### src/rtl/core/mbe_pkg.sv
// Shared types, constants and codes for the escape-time counter.
package mbe_pkg;

   // Number format and window limits
   localparam int FRAC_BITS  = 28;
   localparam int MAX_WINDOW = 4096;

   // Field widths
   localparam int Q_W        = 32;
   localparam int PIX_W      = 12;
   localparam int STEP_W     = 31;
   localparam int WH_W       = 13;
   localparam int ITER_W     = 16;
   localparam int CNT_W      = ITER_W + 1;
   localparam int CSR_IDX_W  = 3;
   localparam int CSR_DATA_W = 32;
   localparam int PROD_W     = 2 * Q_W;

   // Escape bound on |z|^2: 4.0 at the square's scale
   localparam logic [PROD_W-1:0] MAG_BOUND = PROD_W'(4) << (2 * FRAC_BITS);

   // Register reset values
   localparam logic [Q_W-1:0]    ORIGIN_RE_RST = 32'hE000_0000;  // -2.0
   localparam logic [Q_W-1:0]    ORIGIN_IM_RST = 32'hF000_0000;  // -1.0
   localparam logic [STEP_W-1:0] STEP_RE_RST   = 31'd262144;
   localparam logic [STEP_W-1:0] STEP_IM_RST   = 31'd262144;
   localparam logic [WH_W-1:0]   WIN_H_RST     = 13'd1024;
   localparam logic [ITER_W-1:0] MAX_ITER_RST  = 16'd255;

   // Register indexes
   typedef enum logic [CSR_IDX_W-1:0] {
      CSR_ORIGIN_RE = 3'd0,
      CSR_ORIGIN_IM = 3'd1,
      CSR_STEP_RE   = 3'd2,
      CSR_STEP_IM   = 3'd3,
      CSR_WIN_H     = 3'd4,
      CSR_MAX_ITER  = 3'd5
   } csr_index_type;

   typedef struct packed {
      logic [Q_W-1:0]    origin_re;
      logic [Q_W-1:0]    origin_im;
      logic [STEP_W-1:0] step_re;
      logic [STEP_W-1:0] step_im;
      logic [WH_W-1:0]   window_height;
      logic [ITER_W-1:0] iter_limit;
   } cfg_type;

   // Controller states
   typedef enum logic [2:0] {
      ST_IDLE,
      ST_MAP,
      ST_MUL,
      ST_STEP,
      ST_FINISH
   } state_type;

   // Controller to datapath commands
   typedef struct packed {
      logic load_pixel;
      logic load_c;
      logic mul;
      logic step;
      logic load_out;
   } cmd_type;

   // Datapath to controller status
   typedef struct packed {
      logic c_ok;
      logic iter_end;
   } status_type;

endpackage

### src/rtl/core/mbe_csr.sv
// Configuration register bank with write-side saturation of the window height.
module mbe_csr (
   input  logic                            clock,
   input  logic                            reset,
   input  logic                            csr_write_en,
   input  logic [mbe_pkg::CSR_IDX_W-1:0]   csr_index,
   input  logic [mbe_pkg::CSR_DATA_W-1:0]  csr_write_data,
   output mbe_pkg::cfg_type                cfg
);

   mbe_pkg::cfg_type          cfg_ff;
   mbe_pkg::cfg_type          cfg_in;
   logic [mbe_pkg::WH_W-1:0]  win_h_sat;

   // Clamp the window height to the largest supported window
   always_comb begin
      win_h_sat = csr_write_data[mbe_pkg::WH_W-1:0];
      if (win_h_sat > mbe_pkg::WH_W'(mbe_pkg::MAX_WINDOW)) begin
         win_h_sat = mbe_pkg::WH_W'(mbe_pkg::MAX_WINDOW);
      end
   end

   // Decode the write
   always_comb begin
      cfg_in = cfg_ff;
      if (csr_write_en) begin
         unique case (mbe_pkg::csr_index_type'(csr_index))
            mbe_pkg::CSR_ORIGIN_RE: cfg_in.origin_re = csr_write_data[mbe_pkg::Q_W-1:0];
            mbe_pkg::CSR_ORIGIN_IM: cfg_in.origin_im = csr_write_data[mbe_pkg::Q_W-1:0];
            mbe_pkg::CSR_STEP_RE:   cfg_in.step_re = csr_write_data[mbe_pkg::STEP_W-1:0];
            mbe_pkg::CSR_STEP_IM:   cfg_in.step_im = csr_write_data[mbe_pkg::STEP_W-1:0];
            mbe_pkg::CSR_WIN_H:     cfg_in.window_height = win_h_sat;
            mbe_pkg::CSR_MAX_ITER:  cfg_in.iter_limit =
                                       csr_write_data[mbe_pkg::ITER_W-1:0];
            default: ;
         endcase
      end
   end

   always_ff @(posedge clock) begin
      if (reset) begin
         cfg_ff.origin_re      <= mbe_pkg::ORIGIN_RE_RST;
         cfg_ff.origin_im      <= mbe_pkg::ORIGIN_IM_RST;
         cfg_ff.step_re        <= mbe_pkg::STEP_RE_RST;
         cfg_ff.step_im        <= mbe_pkg::STEP_IM_RST;
         cfg_ff.window_height  <= mbe_pkg::WIN_H_RST;
         cfg_ff.iter_limit     <= mbe_pkg::MAX_ITER_RST;
      end else begin
         cfg_ff <= cfg_in;
      end
   end

   assign cfg = cfg_ff;

endmodule

### config.mk
export PLATFORM = sky130hd
export DESIGN_NAME = mbe_csr
export DESIGN_NICKNAME = d
export VERILOG_FILES = /design/src/rtl/core/mbe_pkg.sv /design/src/rtl/core/mbe_csr.sv
export SDC_FILE = /design/constraint.sdc
export NUM_CORES = 1
export LEC_CHECK = 0
export BUFFER_PORTS_ARGS = -buffer_cell sky130_fd_sc_hd__buf_2
export CORE_MARGIN = 2
export CORE_UTILIZATION = 30
export CTS_CLUSTER_SIZE = 40
export DETAILED_ROUTE_END_ITERATION = 10
export PLACE_DENSITY_LB_ADDON = 0.2
export SLEW_MARGIN = 20
export SYNTH_ARGS = -nofsm -noshare
export SYNTH_HDL_FRONTEND = slang
export SYNTH_SLANG_ARGS = --single-unit
### constraint.sdc
create_clock -name clock -period 1.7 [get_ports clock]
set_clock_uncertainty 0.2 [all_clocks]
set_input_delay 0.34 -clock clock [delete_from_list [all_inputs] [get_ports clock]]
set_output_delay 0.34 -clock clock [all_outputs]
set_load 0.02 [all_outputs]
==> results of run 1 <==
[repair_timing]
| action | 4_1_cts | 5_1_grt |
|---|---|---|
| endpoints found under the hold margin | 57 | 0 |
| setup endpoints to repair | 0 | 0 |
| hold buffers | 17 | 0 |
[cell type report]
class / count / area [µm²] / area share
repair buffers: 245 / 1541 / 0.1997
multi-input cells: 472 / 2168 / 0.2810
clock buffers: 23 / 508.0 / 0.06582
well taps: 229 / 286.5 / 0.03713
flip-flops and latches: 155 / 3103 / 0.4021
clock inverters: 6 / 110.1 / 0.01427
[synth_stat cells (all sizes together)]
master,n
a211o,1
a21oi,145
and4b,2
and4bb,1
buf,21
clkbuf,35
dfxtp,155
nand2,263
nand3b,11
nand4b,2
nand4bb,3
nor2,13
nor3,26
nor3b,1
nor4b,1
nor4bb,2
or4b,1
[logic make-up (layout without fill, tap and decap cells)]
| logic type | after synthesis | in the layout | share of synthesized area |
|---|---|---|---|
| compound gates | 146 | 146 | 0.1341 |
| flops | 155 | 155 | 0.5666 |
| buf+inv | 56 | 274 | 0.04478 |
| simple gates | 326 | 326 | 0.2545 |
[cells in the final DEF, fill, tap and decap left out, drive strengths merged, types with 11 or more instances in the layout]
cell type and count:
nor2 13, a21oi 145, dfxtp 155, dlygate4sd3 17
nor3 26, buf 228, nand2 263, nand3b 11
clkbuf 23
[report_power, final]
group	switching, µW	leakage [µW]	total, µW	internal, µW
Combinational	420	0.00167	661	241
Sequential	36.7	0.00125	3750	3710
Clock	1470	0.000299	3980	2520
[stage by stage]
step / setup TNS (ns) / worst slack (ns) / total power (µW) / hold WS (ns)
floorplan: 0 / 0.04636 / 4134 / 0.2672
global placement: 0 / 0.002484 / 4457 / 0.2371
detailed placement: -0.09654 / -0.03452 / 4458 / 0.2417
CTS: 0 / 0.1718 / 8488 / 0.01066
global route: 0 / 0.1532 / 8699 / 0.01995
finish: 0 / 0.2062 / 8389 / 0.02568
[final timing paths]
check                      from        to  slack [ns]
max                    cfg[141]  cfg[141]        0.21
max reg2reg            cfg[153]  cfg[153]        0.83
min          csr_write_data[15]   cfg[15]        0.03
min reg2reg             cfg[91]   cfg[91]        0.25
[layer usage]
metal  up-vias  routed length [µm]
met5         -                   0
met4         0                 481
met3        35                1250
met2       177                8337
met1      2499                8242
li1       2656                   -
==> flow_metrics.tcl, run 1 <==
set metrics [dict create \
    seq_area_frac_synth 0.5666 \
    crit_buf_inv 1 \
    grt_setup_unrepaired "no" \
    cp_data_arrival_time_ns 0.95 \
    placed_area_um2 6929 \
    final_core_utilization 0.4296 \
    power_density_nw_per_um2 1087 \
    die_x_um 139.1 \
    final_hold_viol_count 0 \
    crit_family "flip-flops" \
    yosys_warnings 0 \
    first_iter_violations 303 \
    fill_cells 1835 \
    path_class "reg -> out" \
    portBuffers 192 \
    core-area_um2 17960 \
    drtAntennaViolNets 0 \
    grt-ovfl-total 0 \
    grt_util_met2 0.2880 \
    post-dp-hpwl_um 12380 \
    finalCritPeriodShare 0.8787 \
    fin_area_um2 7717 \
    setup_viol 0 \
    fin_crit_ns 1.494 \
    wirelength_um 18310 \
    cts_buffers 17 \
    grt_antenna_before_repair 0 \
    clock_latency_ns 0.42 \
    required_ns 1.16 \
    num_antenna_cells 0 \
    grt_pass1_wl_um 28320 \
    post-cts-setup-buffer-count 0 \
    max_cap_violations 0 \
    p_leak_uw 0.003227 \
    viasPerCell 4.750 \
    yosys.area.top_type "dfxtp_1" \
    slew_violations 0 \
    cts.path.max_buffers 2 \
    die_h_um 139.1 \
    slew_headroom 0.7717 \
    via_count 5367 \
    ctsResizeCount 0 \
    io_pins 193 \
    rows 49 \
    start_util 0.3049 \
    drcViolationCount 0 \
    final_cells 1130 \
    grt_pass1_vias 5004 \
    hold_path_class "in -> reg" \
    tightest_slew_ns 0.3424 \
    cp-end-kind "output pin" \
    critPathMaxFanout 2 \
    cp-start-kind "flop" \
    reg2reg_depth 2 \
    syn_area_um2 5477 \
    critPathSlowestCell "dfxtp_1" \
    syn_area_per_cell_um2 8.018 \
    met1_usage 0.2445 \
    cts_tree "done" \
    use_met3 0.05801 \
    ys_ff_latch 155 \
    first_pass_iters 5 \
    dp_cells 1084 \
    fmax_mhz 669.4 \
    synth_cell_types 19 \
    dieArea_um2 19350 \
    gr-usage-all-layers 0.1869 \
    area_growth_pct 40.92 \
    gp_congestion 0.8126 \
    grt.busiest_layer "met2" \
    crit_chain "buf_2" \
    max_stage_delay_ns 0.36 \
    h-tree-depth 4 \
    drive_above_1_share 0.2908 \
    clockRootBuffer "clkbuf_16" \
    routedWlPerCell_um 16.20 \
    whs_path_depth 3 \
    status "complete, no violations" \
    largest_reg_flops 155 \
    synthCells 683 \
    crit_cells 1 \
    synth_area_leaders "dfxtp_1 (57%), nand2_1 (18%), a21oi_1 (13%)" \
    yosys.area.top_type_share 0.5666 \
    final_nets 929 \
    cts_sinks 155 \
    clkTransAtPathRegs_ns 0.06 \
    ir_drop_mv 0.6944 \
    synth_nets 721 \
    grt_max_degree 44 \
]
(Power assumes the default switching activity.)
==> run 2, diff against run 1 <==
--- a/config.mk
+++ b/config.mk
@@ -7,7 +7,8 @@
 export LEC_CHECK = 0
 export BUFFER_PORTS_ARGS = -buffer_cell sky130_fd_sc_hd__buf_2
 export CORE_MARGIN = 2
-export CORE_UTILIZATION = 30
+export CORE_UTILIZATION = 46
+export CTS_BUF_LIST = sky130_fd_sc_hd__clkbuf_4 sky130_fd_sc_hd__clkbuf_8
 export CTS_CLUSTER_SIZE = 40
 export DETAILED_ROUTE_END_ITERATION = 10
 export PLACE_DENSITY_LB_ADDON = 0.2
==> flow_metrics.tcl, run 2 (synthesis results as in run 1) <==
set metrics [dict create \
    ir_drop_mv 0.6564 \
    fin_area_um2 7457 \
    die_x_um 113.1 \
    grt-ovfl-total 0 \
    post-dp-hpwl_um 11360 \
    slew_headroom 0.7564 \
    grt_pass1_wl_um 25390 \
    hold_path_class "in -> reg" \
    reg2reg_depth 2 \
    grt_pass1_vias 5033 \
    hp-start "csr_write_data[2]" \
    whs_endpoint "cfg[31]" \
    max_cap_violations 0 \
    num_antenna_cells 0 \
    clockRootBuffer "clkbuf_8" \
    power.total_uw 7120 \
    portBuffers 192 \
    r2r_end "cfg[122]" \
    status "finished with violations" \
    fill_cells 1023 \
    critPathSlowestCell "dfxtp_1" \
    cp-start-kind "flop" \
    rows 39 \
    via_count 5429 \
    drtAntennaViolNets 0 \
    crit_chain "buf_2" \
    whs_path_depth 3 \
    met3_length_um 1226 \
    gp_congestion 0.8214 \
    layout_common_cells "nand2_1 (263), buf_2 (191), dfxtp_1 (155)" \
    grt_antenna_before_repair 0 \
    first_pass_iters 8 \
    max_stage_delay_ns 0.37 \
    grt_max_degree 42 \
    r2r-start "cfg[122]" \
    final_hold_viol_count 0 \
    h-tree-depth 4 \
    io_pins 193 \
    drive_above_1_share 0.2859 \
    grt_setup_unrepaired "no" \
    first_iter_violations 424 \
    finalCritPeriodShare 0.8995 \
    fin_crit_ns 1.529 \
    placed_area_um2 6777 \
    p_leak_uw 0.003166 \
    cp_data_arrival_time_ns 0.99 \
    cts_tree "done" \
    setup_viol 0 \
    core-area_um2 11520 \
    dieArea_um2 12790 \
    routedLengthMet1_um 6934 \
    viasPerCell 5.141 \
    layout_commonest_cell "nand2_1" \
    start_util 0.4756 \
    ctsResizeCount 0 \
    crit_buf_inv 1 \
    largest_reg_flops 155 \
    die_h_um 113.1 \
    top_layer "met4" \
    required_ns 1.16 \
    r2r_slack_ns 0.80 \
    path_class "reg -> out" \
    clock_latency_ns 0.44 \
    crit_family "flip-flops" \
    clkTransAtPathRegs_ns 0.07 \
    wirelength_um 16370 \
    slew_violations 0 \
    routedWlPerCell_um 15.50 \
    tightest_slew_ns 0.3655 \
    wl_met2_um 7826 \
    area_growth_pct 36.17 \
    cts_buffers 17 \
    violations "DRC" \
    cp-end-kind "output pin" \
    cts_sinks 155 \
    power_density_nw_per_um2 954.8 \
    gr-usage-all-layers 0.2531 \
    cts.path.max_buffers 2 \
    fmax_mhz 654.0 \
    final_nets 939 \
    drcViolationCount 11 \
    critPathMaxFanout 2 \
]
run 2: how the worst max path moves through the flow:
stage / from / to / slack, ns / cells past startpoint
floorplan: csr_write_en / cfg[142] / 0.05 / 6
global placement: csr_index[0] / cfg[138] / -0.006 / 5
detailed placement: csr_index[0] / cfg[135] / -0.03 / 5
CTS: cfg[96] / cfg[96] / 0.14 / 1
global route: cfg[123] / cfg[123] / 0.12 / 1
finish: cfg[123] / cfg[123] / 0.17 / 1
run 2: what timing repair did:
item                                    CTS  global route
endpoints found under the setup margin    0             0
hold endpoints to repair                107             0
buffers inserted                          0             0
hold buffers                             29             0
run 2: per-layer routing:
| layer | track usage | vias up |
|---|---|---|
| li1 | - | 2662 |
| met1 | 0.3114 | 2537 |
| met2 | 0.4216 | 203 |
| met3 | 0.06588 | 27 |
| met4 | 0.1073 | 0 |
| met5 | 0 | - |
run 2: final cells by class:
type,count,area [µm²],area share
Multi-Input combinational cell,472,2163,0.2901
Clock buffer,23,297.8,0.03993
Tap cell,143,178.9,0.02399
Sequential cell,155,3103,0.4161
Timing Repair Buffer,255,1622,0.2175
Clock inverter,8,92.59,0.01242
run 2: tightest hold or removal path, stage by stage:
cell	delay, ns
buf_2	0.16
nand2_1	0.07
a21oi_1	0.05
run 2: stage by stage:
| stage | hold slack, ns | cells | setup slack [ns] | TNS (ns) | util |
|---|---|---|---|---|---|
| floorplan | 0.2672 | 683 | 0.04636 | 0 | - |
| global placement | 0.2378 | 996 | -0.005553 | -0.01328 | 0.5884 |
| detailed placement | 0.2431 | 996 | -0.02668 | -0.1581 | 0.5884 |
| CTS | 0.001111 | 1056 | 0.1441 | 0 | 0.6475 |
| global route | 0.01696 | 1056 | 0.1194 | 0 | 0.6475 |
| finish | 0.03557 | 1056 | 0.1709 | 0 | 0.6475 |
run 2: where the power goes:
| part | leakage, µW | total, µW | internal (µW) | switching (µW) |
|---|---|---|---|---|
| Sequential | 0.00125 | 3740 | 3700 | 38.5 |
| Combinational | 0.00171 | 659 | 251 | 407 |
| Clock | 0.000206 | 2720 | 1450 | 1270 |
| Total | 0.00317 | 7120 | 5400 | 1720 |
==> run 3, diff against run 2 <==
--- a/config.mk
+++ b/config.mk
@@ -11,7 +11,7 @@
 export CTS_BUF_LIST = sky130_fd_sc_hd__clkbuf_4 sky130_fd_sc_hd__clkbuf_8
 export CTS_CLUSTER_SIZE = 40
 export DETAILED_ROUTE_END_ITERATION = 10
-export PLACE_DENSITY_LB_ADDON = 0.2
+export PLACE_DENSITY = 0.78
 export SLEW_MARGIN = 20
 export SYNTH_ARGS = -nofsm -noshare
 export SYNTH_HDL_FRONTEND = slang
==> flow_metrics.tcl, run 3 (synthesis results as in run 1) <==
set metrics [dict create \
    viasPerCell 5.149 \
    power.total_uw 7623 \
    cts.path.max_buffers 2 \
    status "finished with violations" \
    cts_tree "done" \
    regArea_um2 3103 \
    critPathMaxFanout 2 \
    r2r-start "cfg[120]" \
    r2r_slack_ns 0.82 \
    first_pass_iters 8 \
    rows 39 \
    power_density_nw_per_um2 1007 \
    swShare 0.2372 \
    cts_sinks 155 \
    power.internal_uw 5815 \
    tightest_slew_ns 0.3654 \
    violations "DRC" \
    crit_start "cfg[124]" \
    multi_input_area_um2 2158 \
    required_ns 1.16 \
    cts_buffers 17 \
    crit_cells 1 \
    comb_power_share 0.087 \
    path_class "reg -> out" \
    crit_chain "buf_2" \
    layout_commonest_cell "nand2_1" \
    cts_hold_buf 32 \
    clockRootBuffer "clkbuf_8" \
    clock_latency_ns 0.45 \
    finalCritPeriodShare 0.9069 \
    drtAntennaViolNets 0 \
    hold_path_class "in -> reg" \
    grt_pass1_vias 4968 \
    drive_above_1_share 0.2823 \
    start_util 0.4756 \
    r2r_end "cfg[120]" \
    fill_cells 938 \
    cp-start-kind "flop" \
    first_iter_violations 487 \
    p_seq_frac 0.491 \
    fin_crit_ns 1.542 \
    crit_family "flip-flops" \
    slew_violations 0 \
    crit_buf_inv 1 \
    grt_setup_unrepaired "no" \
    final_cells 1057 \
    via_count 5442 \
    grt_antenna_before_repair 0 \
    max_stage_delay_ns 0.36 \
    area_growth_pct 38.20 \
    num_antenna_cells 0 \
    largest_reg_flops 155 \
    power_frac_clock 0.422 \
    post-cts-setup-buffer-count 0 \
    ir_drop_mv 0.8230 \
    final_hold_viol_count 0 \
    grt-ovfl-total 0 \
    die_x_um 113.1 \
    p_sw_uw 1808 \
    gr-usage-all-layers 0.2531 \
    drcViolationCount 14 \
    cp-end-kind "output pin" \
    max_cap_violations 0 \
    setup_viol 0 \
    io_pins 193 \
    wirelength_um 16260 \
    p_leak_uw 0.003184 \
    portBuffers 192 \
    critPathSlowestCell "dfxtp_1" \
    clkTransAtPathRegs_ns 0.08 \
    cp_data_arrival_time_ns 1.00 \
    slew_headroom 0.7564 \
    die_h_um 113.1 \
    crit_path_end "cfg[124]" \
    dieArea_um2 12790 \
    layout_common_cells "nand2_1 (263), buf_2 (191), dfxtp_1 (155)" \
    fmax_mhz 648.6 \
    routedWlPerCell_um 15.39 \
    grt_pass1_wl_um 25450 \
    post-dp-hpwl_um 10780 \
    dp_cells 994 \
    ctsResizeCount 0 \
    reg2reg_depth 2 \
    final_nets 940 \
    gp_congestion 0.8455 \
    h-tree-depth 4 \
    core-area_um2 11520 \
    grt_max_degree 40 \
]
-- run 3: cell types whose count changed in the layout (fill, tap and decap cells not counted) --
cell and change:
buf_12 +2, buf_4 -4, bufinv_16 +3, clkbuf_4 -1, clkbuf_8 -1, clkinv_2 -5
clkinv_4 +2, clkinvlp_4 +2, dlygate4sd3_1 +3, nand4bb_1 +1, nand4bb_2 -1
-- run 3: metrics by stage --
| step | TNS (ns) | utilization | area (µm²) | hold WS (ns) | worst slack (ns) |
|---|---|---|---|---|---|
| final | 0 | 0.6572 | 7569 | 0.06365 | 0.1583 |
| after global placement | 0 | 0.5889 | 6782 | 0.2367 | 0.03804 |
| after global routing | 0 | 0.6572 | 7569 | 0.08659 | 0.1148 |
| after detailed placement | -0.06048 | 0.5889 | 6782 | 0.2416 | -0.02675 |
| after CTS | 0 | 0.6572 | 7569 | 0.03844 | 0.1367 |
| after floorplan | 0 | - | 5477 | 0.2672 | 0.04636 |
-- run 3: cell type report --
| type | count | area share |
|---|---|---|
| flip-flops and latches | 155 | 0.4100 |
| multi-input cells | 472 | 0.2852 |
| repair buffers | 256 | 0.2195 |
| clock buffers | 21 | 0.03653 |
| clock inverters | 10 | 0.02513 |
| well taps | 143 | 0.02364 |
-- run 3: metal layers --
layer | global-route usage | part of all wire | wire, µm
met1 | 0.3133 | 0.41 | 6713
met2 | 0.4140 | 0.48 | 7791
met3 | 0.06856 | 0.086 | 1393
met4 | 0.1138 | 0.022 | 365
met5 | 0 | 0 | 0
-- run 3: how the worst min path moves through the flow --
stage               to  slack (ns)  cells after the start               start
6_report       cfg[28]        0.06                      3  csr_write_data[12]
4_1_cts        cfg[28]        0.04                      3  csr_write_data[12]
5_1_grt        cfg[28]        0.09                      3  csr_write_data[12]
2_1_floorplan   cfg[0]        0.27                      2   csr_write_data[0]
3_5_place_dp   cfg[24]        0.24                      2             cfg[24]
3_3_place_gp   cfg[19]        0.24                      2             cfg[19]
-- run 3: power groups by stage --
stage	clock network, µW	registers [µW]	logic (µW)
after floorplan	0	3920	217
final	3220	3740	667
after global placement	0	3820	600
after detailed placement	0	3820	604
after global routing	3400	3750	715
after CTS	3240	3740	662
