**src/rtl/core/mbe_pkg.sv**
```systemverilog
// Shared types, constants and codes for the escape-time counter.
package mbe_pkg;

   // Number format and window limits
   localparam int FRAC_BITS  = 28;
   localparam int MAX_WINDOW = 4096;

   // Field widths
   localparam int Q_W        = 32;
   localparam int PIX_W      = 12;
   localparam int STEP_W     = 31;
   localparam int WH_W       = 13;
   localparam int ITER_W     = 16;
   localparam int CNT_W      = ITER_W + 1;
   localparam int CSR_IDX_W  = 3;
   localparam int CSR_DATA_W = 32;
   localparam int PROD_W     = 2 * Q_W;

   // Escape bound on |z|^2: 4.0 at the square's scale
   localparam logic [PROD_W-1:0] MAG_BOUND = PROD_W'(4) << (2 * FRAC_BITS);

   // Register reset values
   localparam logic [Q_W-1:0]    ORIGIN_RE_RST = 32'hE000_0000;  // -2.0
   localparam logic [Q_W-1:0]    ORIGIN_IM_RST = 32'hF000_0000;  // -1.0
   localparam logic [STEP_W-1:0] STEP_RE_RST   = 31'd262144;
   localparam logic [STEP_W-1:0] STEP_IM_RST   = 31'd262144;
   localparam logic [WH_W-1:0]   WIN_H_RST     = 13'd1024;
   localparam logic [ITER_W-1:0] MAX_ITER_RST  = 16'd255;

   // Register indexes
   typedef enum logic [CSR_IDX_W-1:0] {
      CSR_ORIGIN_RE = 3'd0,
      CSR_ORIGIN_IM = 3'd1,
      CSR_STEP_RE   = 3'd2,
      CSR_STEP_IM   = 3'd3,
      CSR_WIN_H     = 3'd4,
      CSR_MAX_ITER  = 3'd5
   } csr_index_type;

   typedef struct packed {
      logic [Q_W-1:0]    origin_re;
      logic [Q_W-1:0]    origin_im;
      logic [STEP_W-1:0] step_re;
      logic [STEP_W-1:0] step_im;
      logic [WH_W-1:0]   window_height;
      logic [ITER_W-1:0] iter_limit;
   } cfg_type;

   // Controller states
   typedef enum logic [2:0] {
      ST_IDLE,
      ST_MAP,
      ST_MUL,
      ST_STEP,
      ST_FINISH
   } state_type;

   // Controller to datapath commands
   typedef struct packed {
      logic load_pixel;
      logic load_c;
      logic mul;
      logic step;
      logic load_out;
   } cmd_type;

   // Datapath to controller status
   typedef struct packed {
      logic c_ok;
      logic iter_end;
   } status_type;

endpackage

```
**src/rtl/core/mbe_ctrl.sv**
```systemverilog
// Controller state machine: sequences mapping, iteration and result hand-off.
module mbe_ctrl (
   input  logic                 clock,
   input  logic                 reset,
   input  logic                 req_valid,
   output logic                 req_ready,
   output logic                 rsp_valid,
   input  logic                 rsp_ready,
   input  mbe_pkg::status_type  status,
   output mbe_pkg::cmd_type     cmd
);

   mbe_pkg::state_type state_ff, state_in;
   logic               rsp_valid_ff, rsp_valid_in;
   logic               out_free;

   assign out_free = !rsp_valid_ff || rsp_ready;

   // Next state
   always_comb begin
      state_in = state_ff;
      unique case (state_ff)
         mbe_pkg::ST_IDLE:   if (req_valid) state_in = mbe_pkg::ST_MAP;
         mbe_pkg::ST_MAP:    state_in = status.c_ok ? mbe_pkg::ST_MUL : mbe_pkg::ST_FINISH;
         mbe_pkg::ST_MUL:    state_in = mbe_pkg::ST_STEP;
         mbe_pkg::ST_STEP:   state_in = status.iter_end ? mbe_pkg::ST_FINISH : mbe_pkg::ST_MUL;
         mbe_pkg::ST_FINISH: if (out_free) state_in = mbe_pkg::ST_IDLE;
         default:            state_in = mbe_pkg::ST_IDLE;
      endcase
   end

   // Outputs and commands
   always_comb begin
      cmd       = '0;
      req_ready = 1'b0;
      unique case (state_ff)
         mbe_pkg::ST_IDLE: begin
            req_ready      = 1'b1;
            cmd.load_pixel = req_valid;
         end
         mbe_pkg::ST_MAP:    cmd.load_c = 1'b1;
         mbe_pkg::ST_MUL:    cmd.mul = 1'b1;
         mbe_pkg::ST_STEP:   cmd.step = 1'b1;
         mbe_pkg::ST_FINISH: cmd.load_out = out_free;
         default: ;
      endcase
   end

   // Hold the result valid until taken
   always_comb begin
      rsp_valid_in = rsp_valid_ff;
      if (rsp_ready) begin
         rsp_valid_in = 1'b0;
      end
      if (cmd.load_out) begin
         rsp_valid_in = 1'b1;
      end
   end

   always_ff @(posedge clock) begin
      if (reset) begin
         state_ff     <= mbe_pkg::ST_IDLE;
         rsp_valid_ff <= 1'b0;
      end else begin
         state_ff     <= state_in;
         rsp_valid_ff <= rsp_valid_in;
      end
   end

   assign rsp_valid = rsp_valid_ff;

   a_cmd_onehot: assert property (@(posedge clock) disable iff (reset)
      $onehot0(cmd))
      else $error("more than one datapath command at once");

   a_accept_maps: assert property (@(posedge clock) disable iff (reset)
      (req_valid && req_ready) |=> (state_ff == mbe_pkg::ST_MAP))
      else $error("accepted transaction did not start mapping");

   a_no_overwrite: assert property (@(posedge clock) disable iff (reset)
      cmd.load_out |-> (!rsp_valid_ff || rsp_ready))
      else $error("result register loaded while a result is still pending");

endmodule

```
**config.mk**
```make
export PLATFORM = sky130hd
export DESIGN_NAME = mbe_ctrl
export DESIGN_NICKNAME = d
export VERILOG_FILES = /design/src/rtl/core/mbe_pkg.sv /design/src/rtl/core/mbe_ctrl.sv
export SDC_FILE = /design/constraint.sdc
export NUM_CORES = 1
export LEC_CHECK = 0
export BUFFER_PORTS_ARGS = -buffer_cell sky130_fd_sc_hd__buf_2
export CORE_AREA = 3 3 40 42
export DETAILED_ROUTE_END_ITERATION = 10
export DIE_AREA = 0 0 43 45
export PLACE_DENSITY = 0.4
export SLEW_MARGIN = 20
export SYNTH_ARGS = -nofsm -noshare
export SYNTH_HDL_FRONTEND = slang
export SYNTH_SLANG_ARGS = --single-unit
```
**constraint.sdc**
```tcl
create_clock -name clock -period 1.19 [get_ports clock]
set_input_delay 0.0595 -clock clock [delete_from_list [all_inputs] [get_ports clock]]
set_output_delay 0.0595 -clock clock [all_outputs]
set_load 0.01 [all_outputs]
```
==> results.md, run 1 <==
| Metric | Value |
|---|---|
| Result of the run | complete, no violations |
| Max rail drop VDD | 0.490 mV |
| Clock share of power | 42.3% |
| Maximum fanout along the worst path | 9 |
| Class of the tightest hold or removal check | input port to register |
| Data required time of the worst path | 1130 ps |
| Total wire length | 488 µm |
| Root Buffer Master | sky130_fd_sc_hd__clkbuf_4 |
| Number of global-route vias before repair | 207 |
| RSZ-0062 raised after global routing | no |
| Cells on worst reg2reg path | 2 |
| FFs w/ async S/R, synth | 0% |
| Total via count in the routed design | 216 |
| Die Wd | 43 µm |
| Number of synthesized flops with an enable pin | 0 |
| Aggregate negative setup slack | 0 ps |
| Fin Clk Skew | 1.80 ps |
| Cell type with the largest total area after synthesis | sky130_fd_sc_hd__dfxtp_1 |
| Startpoint of the most critical hold path | reset |
| Final Critical Period | 1120 ps |
| Setup-violating endpoint count in the final report | 0 |
| Number of distinct library cells after synthesis | 17 |
| Pre-CTS setup slack | 183 ps |
| Area of the mapped netlist | 240 µm² |
| Crit. End Element | output port |
| Initial antenna violation count | 0 |
| Static Leak | 0.145 nW |
| Final net count | 46 |
| DR iter-0 viols | 3 |
| Synthesized area per cell | 8.90 µm² |
| Worst-case clock buffer depth | 2 |
| Setup crit start kind | register |
| Net switching power of the design | 89.6 µW |
| Reg-to-reg slack, setup | 230 ps |
| Growth of design area from synthesis to finish | 30.2% |
| Dominant cells by area after synthesis | sky130_fd_sc_hd__dfxtp_1, sky130_fd_sc_hd__o32ai_2, sky130_fd_sc_hd__a21oi_1 |
| Final Power | 377 µW |
| Most frequent cell after synthesis | sky130_fd_sc_hd__dfxtp_1 |
| Synth top cells by count | sky130_fd_sc_hd__dfxtp_1, sky130_fd_sc_hd__a21oi_1, sky130_fd_sc_hd__nor2_1 |
| Sequential share of the synthesized area | 33.3% |
| Buffering stage count on the worst path with inverters included | 1 |
| Max-Cap Viols | 0 |
| Final hold violations | 0 |
| Top-area cell type share of the netlist area | 33.3% |
| Placer Congestion | 0.704 |
| Area enclosed by the die boundary | 1940 µm² |
| Row cnt | 13 |
| Effective utilization at floorplan | 18.7% |
| Reg2reg start | state_ff[2] |
| Maximum number of pins on one net before global-route repair | 11 |
| Category of cells accounting for the largest share of critical-path delay | flip-flops |
| Max Fclk | 894 MHz |
| Via count normalized by instance count | 4.08 |
| Worst-path clk slew | 30 ps |
| Top-level I/O count | 13 |
| Remaining max-slew budget at the tightest pin | 82.0% |
| Overall track demand over capacity in global routing | 6.25% |
| Count of inserted antenna diode cells | 0 |
| Cell-by-cell listing of the critical path | and3b_2, buf_2 |
| Standard cell with the maximum stage delay on the critical path | sky130_fd_sc_hd__dfxtp_1 |
| Share of the clock period used by the worst path | 94.0% |
| Area inside the core boundary | 1280 µm² |
| Max-slew violation count | 0 |
| Worst path max stage delay | 460 ps |
| Cell Int Power | 288 µW |
| Worst-margin pin slew | 270 ps |
| Hold Path Cell Cnt | 2 |
| Pre-antenna DRT Iters | 2 |
| Synthesized instance count | 27 |
| DRC viols | 0 |
| Ratio of cells with drive above 1 in the final layout | 55.3% |
| Seq cells post-synth | 4 |
| Height of the die | 45 µm |
| Global-route congestion overflow total | 0 |
| Met1 layer usage reported by global route | 7.25% |
| Area of all placed cells without fillers | 313 µm² |
| CTS H-tree lvls | 1 |
| Later-pin clock latency in the skew report | 230 ps |
| Min setup slack post-route | 70.8 ps |
| Number of warnings reported in the yosys synthesis log | 0 |
| Met2 GRT Util | 8.98% |
| Sequential group share of total power | 41.1% |
| Worst R2R End | state_ff[2] |
| Most common flop cell mapped by yosys | sky130_fd_sc_hd__dfxtp_1 |
| Number of nets with antenna violations after routing | 0 |
| Clk sinks | 4 |
| Cell area reported after detailed placement | 288 µm² |
| Power density over the cells | 1210 nW/µm² |
| Total clock buffers created by CTS | 3 |
| Critical path arrival | 1060 ps |
| Setup Crit Path Kind | register to output port |
| Hold worst-path end | rsp_valid |
| Post-synthesis net count | 33 |
| Post-cts hold buffer count | 0 |
| Detail-routed net length per standard cell | 9.21 µm |
| CTS tree | yes |
| Count of port buffers added during placement | 12 |
| Global routing's busiest layer | met2 |
| Met3 Usage GRT | 3.59% |
| Wire length of the first global-routing pass | 862 µm |
| Combinational group share of total power | 16.5% |
| Switching Share | 23.7% |
[power by group through the flow]
stage | Clock, mW | Sequential (mW) | Combinational, mW
after floorplan | 0 | 0.145 | 0.0525
after global placement | 0 | 0.155 | 0.0634
after detailed placement | 0 | 0.156 | 0.0633
after CTS | 0.173 | 0.154 | 0.0635
after global routing | 0.183 | 0.157 | 0.0713
final | 0.160 | 0.155 | 0.0624
[final cells by class]
type	count	area, µm²
clock buffer	3	22.5
fill	151	972
multi-input combinational	19	129
sequential	4	82.6
tap	15	18.8
timing repair buffer	12	60.1
[cells by family (layout without fill, tap and decap cells)]
kind of cell,count (synthesis),in the layout,share of synthesized area [%]
AOI/OAI and AO/OA,4,4,13.0
and+or+nand+nor,15,15,40.6
DFF,4,4,33.3
buffers and inverters,4,15,13.0
[registers in the layout (all words and copies together), names as in the netlist]
signal,flops
state_ff,3
rsp_valid,1
[layout by cell type, fill, tap and decap left out]
| cell | Yosys | final |
|---|---|---|
| sky130_fd_sc_hd__dfxtp_1 | 4 | 2 |
| sky130_fd_sc_hd__nor4_1 | 2 | 2 |
| sky130_fd_sc_hd__and3_1 | 1 | 1 |
| sky130_fd_sc_hd__o32ai_2 | 1 | 1 |
| sky130_fd_sc_hd__and3b_2 | 1 | 1 |
| sky130_fd_sc_hd__and2_1 | 1 | 1 |
| sky130_fd_sc_hd__nand2_1 | 1 | 1 |
| sky130_fd_sc_hd__nor3b_1 | 2 | 2 |
| sky130_fd_sc_hd__or3b_1 | 1 | 1 |
| sky130_fd_sc_hd__nand2b_1 | 1 | 1 |
| sky130_fd_sc_hd__dfxtp_2 | 0 | 2 |
| sky130_fd_sc_hd__nor3_2 | 1 | 1 |
| sky130_fd_sc_hd__buf_2 | 1 | 12 |
| sky130_fd_sc_hd__and3_2 | 1 | 1 |
| sky130_fd_sc_hd__nor2_1 | 3 | 3 |
| sky130_fd_sc_hd__a21oi_1 | 3 | 3 |
| sky130_fd_sc_hd__clkbuf_4 | 0 | 3 |
[how the worst max path moves through the flow]
stage	startpoint	end	slack (ps)	cells past startpoint
after floorplan	state_ff[2]	state_ff[2]	240	3
after global placement	state_ff[0]	state_ff[2]	210	2
after detailed placement	state_ff[0]	state_ff[2]	180	2
after CTS	state_ff[0]	cmd[0]	10	3
after global routing	state_ff[1]	cmd[0]	9	3
final	state_ff[2]	cmd[1]	70	2
[worst register-to-register path, cell delays in order (launching register included)]
cell and delay (ps):
sky130_fd_sc_hd__dfxtp_1 370, sky130_fd_sc_hd__or3b_1 410, sky130_fd_sc_hd__o32ai_2 90
[through the flow]
step                      util (%)  hold WS, ps  instances
final                         24.3         59.7         53
after floorplan                  -          129         27
after global placement        22.4          308         50
after global routing          24.3         67.0         53
after CTS                     24.2         52.3         53
after detailed placement      22.4          302         50
[timing repair]
| action | CTS | global route |
|---|---|---|
| setup buffers | 0 | 0 |
| gates resized for setup | 1 | 1 |
| pin swaps | 0 | 1 |
| setup endpoints to repair | 1 | 2 |
[layer usage]
layer,part of all wire [%],routed length [µm],vias to the layer above
li1,-,-,117
met1,48,235,94
met2,47,227,5
met3,4.9,24,0
met4,0,0,0
met5,0,0,-
Power figures use the tool's default switching activity.
==> inputs of run 2 (changes only) <==
--- a/config.mk
+++ b/config.mk
@@ -9,6 +9,7 @@
 export CORE_AREA = 3 3 40 42
 export DETAILED_ROUTE_END_ITERATION = 10
 export DIE_AREA = 0 0 43 45
+export MAX_ROUTING_LAYER = met4
 export PLACE_DENSITY = 0.4
 export SLEW_MARGIN = 20
 export SYNTH_ARGS = -nofsm -noshare
==> results.md, run 2 (same netlist as run 1, synthesis figures left out) <==
| Metric | Value |
|---|---|
| Max-Cap Viols | 0 |
| Final non-filler cell total | 53 |
| Wire length of the first global-routing pass | 862 µm |
| Critical path arrival | 1060 ps |
| Max Fclk | 894 MHz |
| Data required time of the worst path | 1130 ps |
| Setup Buffers After CTS | 0 |
| Worst-case clock buffer depth | 2 |
| Final hold violations | 0 |
| Power density over the cells | 1210 nW/µm² |
| Worst-margin pin slew | 269 ps |
| Area enclosed by the die boundary | 1940 µm² |
| Static Leak | 0.145 nW |
| Worst path max stage delay | 460 ps |
| Crit. End Element | output port |
| Effective utilization at floorplan | 18.7% |
| Overall track demand over capacity in global routing | 6.44% |
| Aggregate negative setup slack | 0 ps |
| Top-level I/O count | 13 |
| Detail-routed net length per standard cell | 9.17 µm |
| Share of the clock period used by the worst path | 94.0% |
| Fin Clk Skew | 1.80 ps |
| Cells on worst reg2reg path | 2 |
| Growth of design area from synthesis to finish | 30.2% |
| Maximum fanout along the worst path | 9 |
| Most flop-heavy register | state_ff |
| Pre-antenna DRT Iters | 2 |
| Root Buffer Master | sky130_fd_sc_hd__clkbuf_4 |
| Result of the run | complete, no violations |
| Standard cell with the maximum stage delay on the critical path | sky130_fd_sc_hd__dfxtp_1 |
| Hold Path Cell Cnt | 2 |
| Leading cell types in the layout, fill and taps excluded | sky130_fd_sc_hd__buf_2, sky130_fd_sc_hd__nor2_1, sky130_fd_sc_hd__a21oi_1, sky130_fd_sc_hd__clkbuf_4 |
| Height of the die | 45 µm |
| Max-slew violation count | 0 |
| Final Critical Period | 1120 ps |
| Commonest non-fill, non-tap cell in the layout | sky130_fd_sc_hd__buf_2 |
| Met2 GRT Util | 8.98% |
| Worst-path clk slew | 30 ps |
| Via count normalized by instance count | 4.04 |
| CTS tree | yes |
| Maximum number of pins on one net before global-route repair | 11 |
| Placer Congestion | 0.712 |
| Setup crit start kind | register |
| Initial antenna violation count | 0 |
| Global-route congestion overflow total | 0 |
| CTS H-tree lvls | 1 |
| Cell-by-cell listing of the critical path | and3b_2, buf_2 |
| Row cnt | 13 |
| Number of global-route vias before repair | 206 |
| Number of nets with antenna violations after routing | 0 |
| RSZ-0062 raised after global routing | no |
| Global routing's busiest layer | met2 |
| Count of inserted antenna diode cells | 0 |
| Met1 layer usage reported by global route | 7.25% |
| Post-placement cell count | 50 |
| Class of the tightest hold or removal check | input port to register |
| Total via count in the routed design | 214 |
| Setup-violating endpoint count in the final report | 0 |
| Total clock buffers created by CTS | 3 |
| Clk sinks | 4 |
| Met3 Usage GRT | 3.59% |
| DRC viols | 0 |
| Remaining max-slew budget at the tightest pin | 82.0% |
| Later-pin clock latency in the skew report | 230 ps |
| Max rail drop VDD | 0.490 mV |
| Count of port buffers added during placement | 12 |
| DR iter-0 viols | 3 |
| Max FFs per register | 3 |
| Die Wd | 43 µm |
| Setup Crit Path Kind | register to output port |
| Final net count | 46 |
| Area inside the core boundary | 1280 µm² |
| Ratio of cells with drive above 1 in the final layout | 55.3% |
| Total wire length | 486 µm |
| Post-Route Utilization | 24.3% |
run 2: cell counts in the layout (fill, tap and decap cells not counted):
No cell type changed its count.
run 2: path summary, 6_finish.rpt:
check,startpoint,end,slack (ps)
setup / recovery,state_ff[2],cmd[1],70
hold / removal,reset,rsp_valid,60
setup reg to reg,state_ff[2],state_ff[2],230
hold reg to reg,state_ff[0],state_ff[0],500
run 2: cell type report:
type | count | area, µm²
clock buffer | 3 | 22.5
timing repair buffer | 12 | 60.1
tap | 15 | 18.8
sequential | 4 | 82.6
multi-input combinational | 19 | 129
fill | 151 | 972
run 2: critical path, delay by kind of cell (launching register included):
kind	cells	cell delay, ps
AND/OR/NAND/NOR	1	240
flip-flops	1	460
buffers and inverters	1	130
run 2: power by group:
| group | switching, mW | total [mW] | internal, mW | leakage, nW |
|---|---|---|---|---|
| Combinational | 0.0296 | 0.0624 | 0.0328 | 0.0978 |
| Clock | 0.0476 | 0.160 | 0.112 | 0.0138 |
| Sequential | 0.0124 | 0.155 | 0.143 | 0.0334 |
| Total | 0.0896 | 0.377 | 0.288 | 0.145 |
run 2: what timing repair did:
action / 4_1_cts / 5_1_grt
setup endpoints to repair: 1 / 2
hold buffers: 0 / 0
pin swaps: 0 / 1
gates resized for setup: 1 / 1
run 2: stage by stage:
stage	power [mW]	hold slack [ps]	cell area (µm²)	setup slack, ps
after floorplan	0.198	129	240	242
after global placement	0.219	308	288	211
after detailed placement	0.219	302	288	183
after CTS	0.391	52.3	312	11.4
after global routing	0.412	67.0	313	8.47
final	0.377	60.0	313	71.2
run 2: routing by layer:
layer	vias to the layer above	wire (µm)	part of all wire (%)
li1	117	-	-
met1	92	237	49
met2	5	224	46
met3	0	24	4.9
met4	0	0	0
met5	-	0	0
==> inputs of run 3 (changes only) <==
--- a/config.mk
+++ b/config.mk
@@ -11,6 +11,8 @@
 export DIE_AREA = 0 0 43 45
 export MAX_ROUTING_LAYER = met4
 export PLACE_DENSITY = 0.4
+export RECOVER_POWER = 50
+export SKIP_LAST_GASP = 1
 export SLEW_MARGIN = 20
 export SYNTH_ARGS = -nofsm -noshare
 export SYNTH_HDL_FRONTEND = slang
==> results.md, run 3 (same netlist as run 1, synthesis figures left out) <==
| Metric | Value |
|---|---|
| Result of the run | complete, no violations |
| Height of the die | 45 µm |
| Cells on worst reg2reg path | 2 |
| Clk sinks | 4 |
| Setup Crit Path Kind | register to output port |
| Area enclosed by the die boundary | 1940 µm² |
| Max rail drop VDD | 0.472 mV |
| Share of the clock period used by the worst path | 93.7% |
| Class of the tightest hold or removal check | input port to register |
| Global-route congestion overflow total | 0 |
| Cell Int Power | 287 µW |
| Sequential group share of total power | 41.3% |
| Standard cell with the maximum stage delay on the critical path | sky130_fd_sc_hd__dfxtp_1 |
| Number of global-route vias before repair | 206 |
| Clock share of power | 42.6% |
| Hold Path Cell Cnt | 2 |
| Total clock buffers created by CTS | 3 |
| Worst-margin pin slew | 265 ps |
| Growth of design area from synthesis to finish | 26.6% |
| Power density over the cells | 1230 nW/µm² |
| Setup Buffers After CTS | 0 |
| Final hold violations | 0 |
| CTS tree | yes |
| Startpoint of the most critical hold path | reset |
| Source of the critical timing path | state_ff[2] |
| Maximum fanout along the worst path | 9 |
| Fin Clk Skew | 1.79 ps |
| Total via count in the routed design | 215 |
| Number of nets with antenna violations after routing | 0 |
| Worst Hold Margin | 48.6 ps |
| Max Fclk | 897 MHz |
| Die Wd | 43 µm |
| Overall track demand over capacity in global routing | 6.44% |
| Worst-path clk slew | 30 ps |
| Crit. End Element | output port |
| Setup crit start kind | register |
| Ratio of cells with drive above 1 in the final layout | 50.0% |
| RSZ-0062 raised after global routing | no |
| Max FFs per register | 3 |
| Count of inserted antenna diode cells | 0 |
| Root Buffer Master | sky130_fd_sc_hd__clkbuf_4 |
| Combinational group share of total power | 16.0% |
| Later-pin clock latency in the skew report | 230 ps |
| Commonest non-fill, non-tap cell in the layout | sky130_fd_sc_hd__buf_2 |
| Final Power | 375 µW |
| Data required time of the worst path | 1130 ps |
| Static Leak | 0.139 nW |
| Hold worst-path end | rsp_valid |
| Detail-routed net length per standard cell | 9.21 µm |
| Post-Route Utilization | 23.7% |
| Maximum number of pins on one net before global-route repair | 11 |
| Remaining max-slew budget at the tightest pin | 82.3% |
| Switching Share | 23.6% |
| Row cnt | 13 |
| Aggregate negative setup slack | 0 ps |
| Most flop-heavy register | state_ff |
| Worst R2R End | state_ff[2] |
| Wire length of the first global-routing pass | 862 µm |
| Reg2reg start | state_ff[2] |
| Final Critical Period | 1120 ps |
| Worst-case clock buffer depth | 2 |
| Total wire length | 488 µm |
| Post-cts hold buffer count | 0 |
| DR iter-0 viols | 2 |
| Placer Congestion | 0.712 |
| Via count normalized by instance count | 4.06 |
| Net switching power of the design | 88.5 µW |
| Worst path max stage delay | 460 ps |
| Top-level I/O count | 13 |
| Max-slew violation count | 0 |
| CTS H-tree lvls | 1 |
| Final net count | 46 |
| Effective utilization at floorplan | 18.7% |
| Reg-to-reg slack, setup | 220 ps |
| Count of port buffers added during placement | 12 |
| Max-Cap Viols | 0 |
| Area inside the core boundary | 1280 µm² |
| Critical path arrival | 1060 ps |
| Pre-antenna DRT Iters | 3 |
| Initial antenna violation count | 0 |
| Cell-by-cell listing of the critical path | and3b_2, buf_2 |
| DRC viols | 0 |
| Setup-violating endpoint count in the final report | 0 |
| Leading cell types in the layout, fill and taps excluded | sky130_fd_sc_hd__buf_2, sky130_fd_sc_hd__nor2_1, sky130_fd_sc_hd__a21oi_1, sky130_fd_sc_hd__clkbuf_4 |
## run 3: worst max-delay path: cells and delay by family, from the launching register on
family,cells,cell delay (ps)
buf+inv,1,130
simple gates,1,230
flops,1,460
## run 3: layer usage
layer / track usage, % / up-vias / part of all wire (%)
met5: - / - / 0
met4: 3.61 / 0 / 0
met3: 3.59 / 0 / 4.9
met2: 8.98 / 5 / 48
met1: 7.25 / 93 / 47
li1: - / 117 / -
## run 3: cell type report
class | count | area [µm²]
Fill cell | 152 | 981
Tap cell | 15 | 18.8
Multi-Input combinational cell | 19 | 121
Clock buffer | 3 | 22.5
Timing Repair Buffer | 12 | 58.8
Sequential cell | 4 | 82.6
## run 3: what timing repair did
action | 4_1_cts | 5_1_grt
endpoints found under the hold margin | 0 | 0
endpoints found under the setup margin | 1 | 2
pin swaps | 0 | 1
resized for setup | 1 | 1
## run 3: power by group through the flow
stage	Sequential [mW]	Combinational, mW	Clock, mW
floorplan	0.145	0.0525	0
detailed placement	0.156	0.0633	0
CTS	0.154	0.0635	0.173
finish	0.155	0.0602	0.160
global placement	0.155	0.0634	0
global route	0.157	0.0689	0.183
## run 3: worst max path at each step
| stage | slack [ps] | endpoint | cells past startpoint |
|---|---|---|---|
| 2_1_floorplan | 240 | state_ff[2] | 3 |
| 3_5_place_dp | 180 | state_ff[2] | 2 |
| 6_report | 70 | cmd[1] | 2 |
| 5_1_grt | 8 | cmd[0] | 3 |
| 3_3_place_gp | 210 | state_ff[2] | 2 |
| 4_1_cts | 10 | cmd[0] | 3 |
## run 3: stage by stage
step                worst slack [ps]  area (µm²)  instances
floorplan                        242         240         27
global placement                 211         288         50
detailed placement               183         288         50
CTS                             11.4         312         53
global route                    8.47         304         53
finish                          75.0         304         53
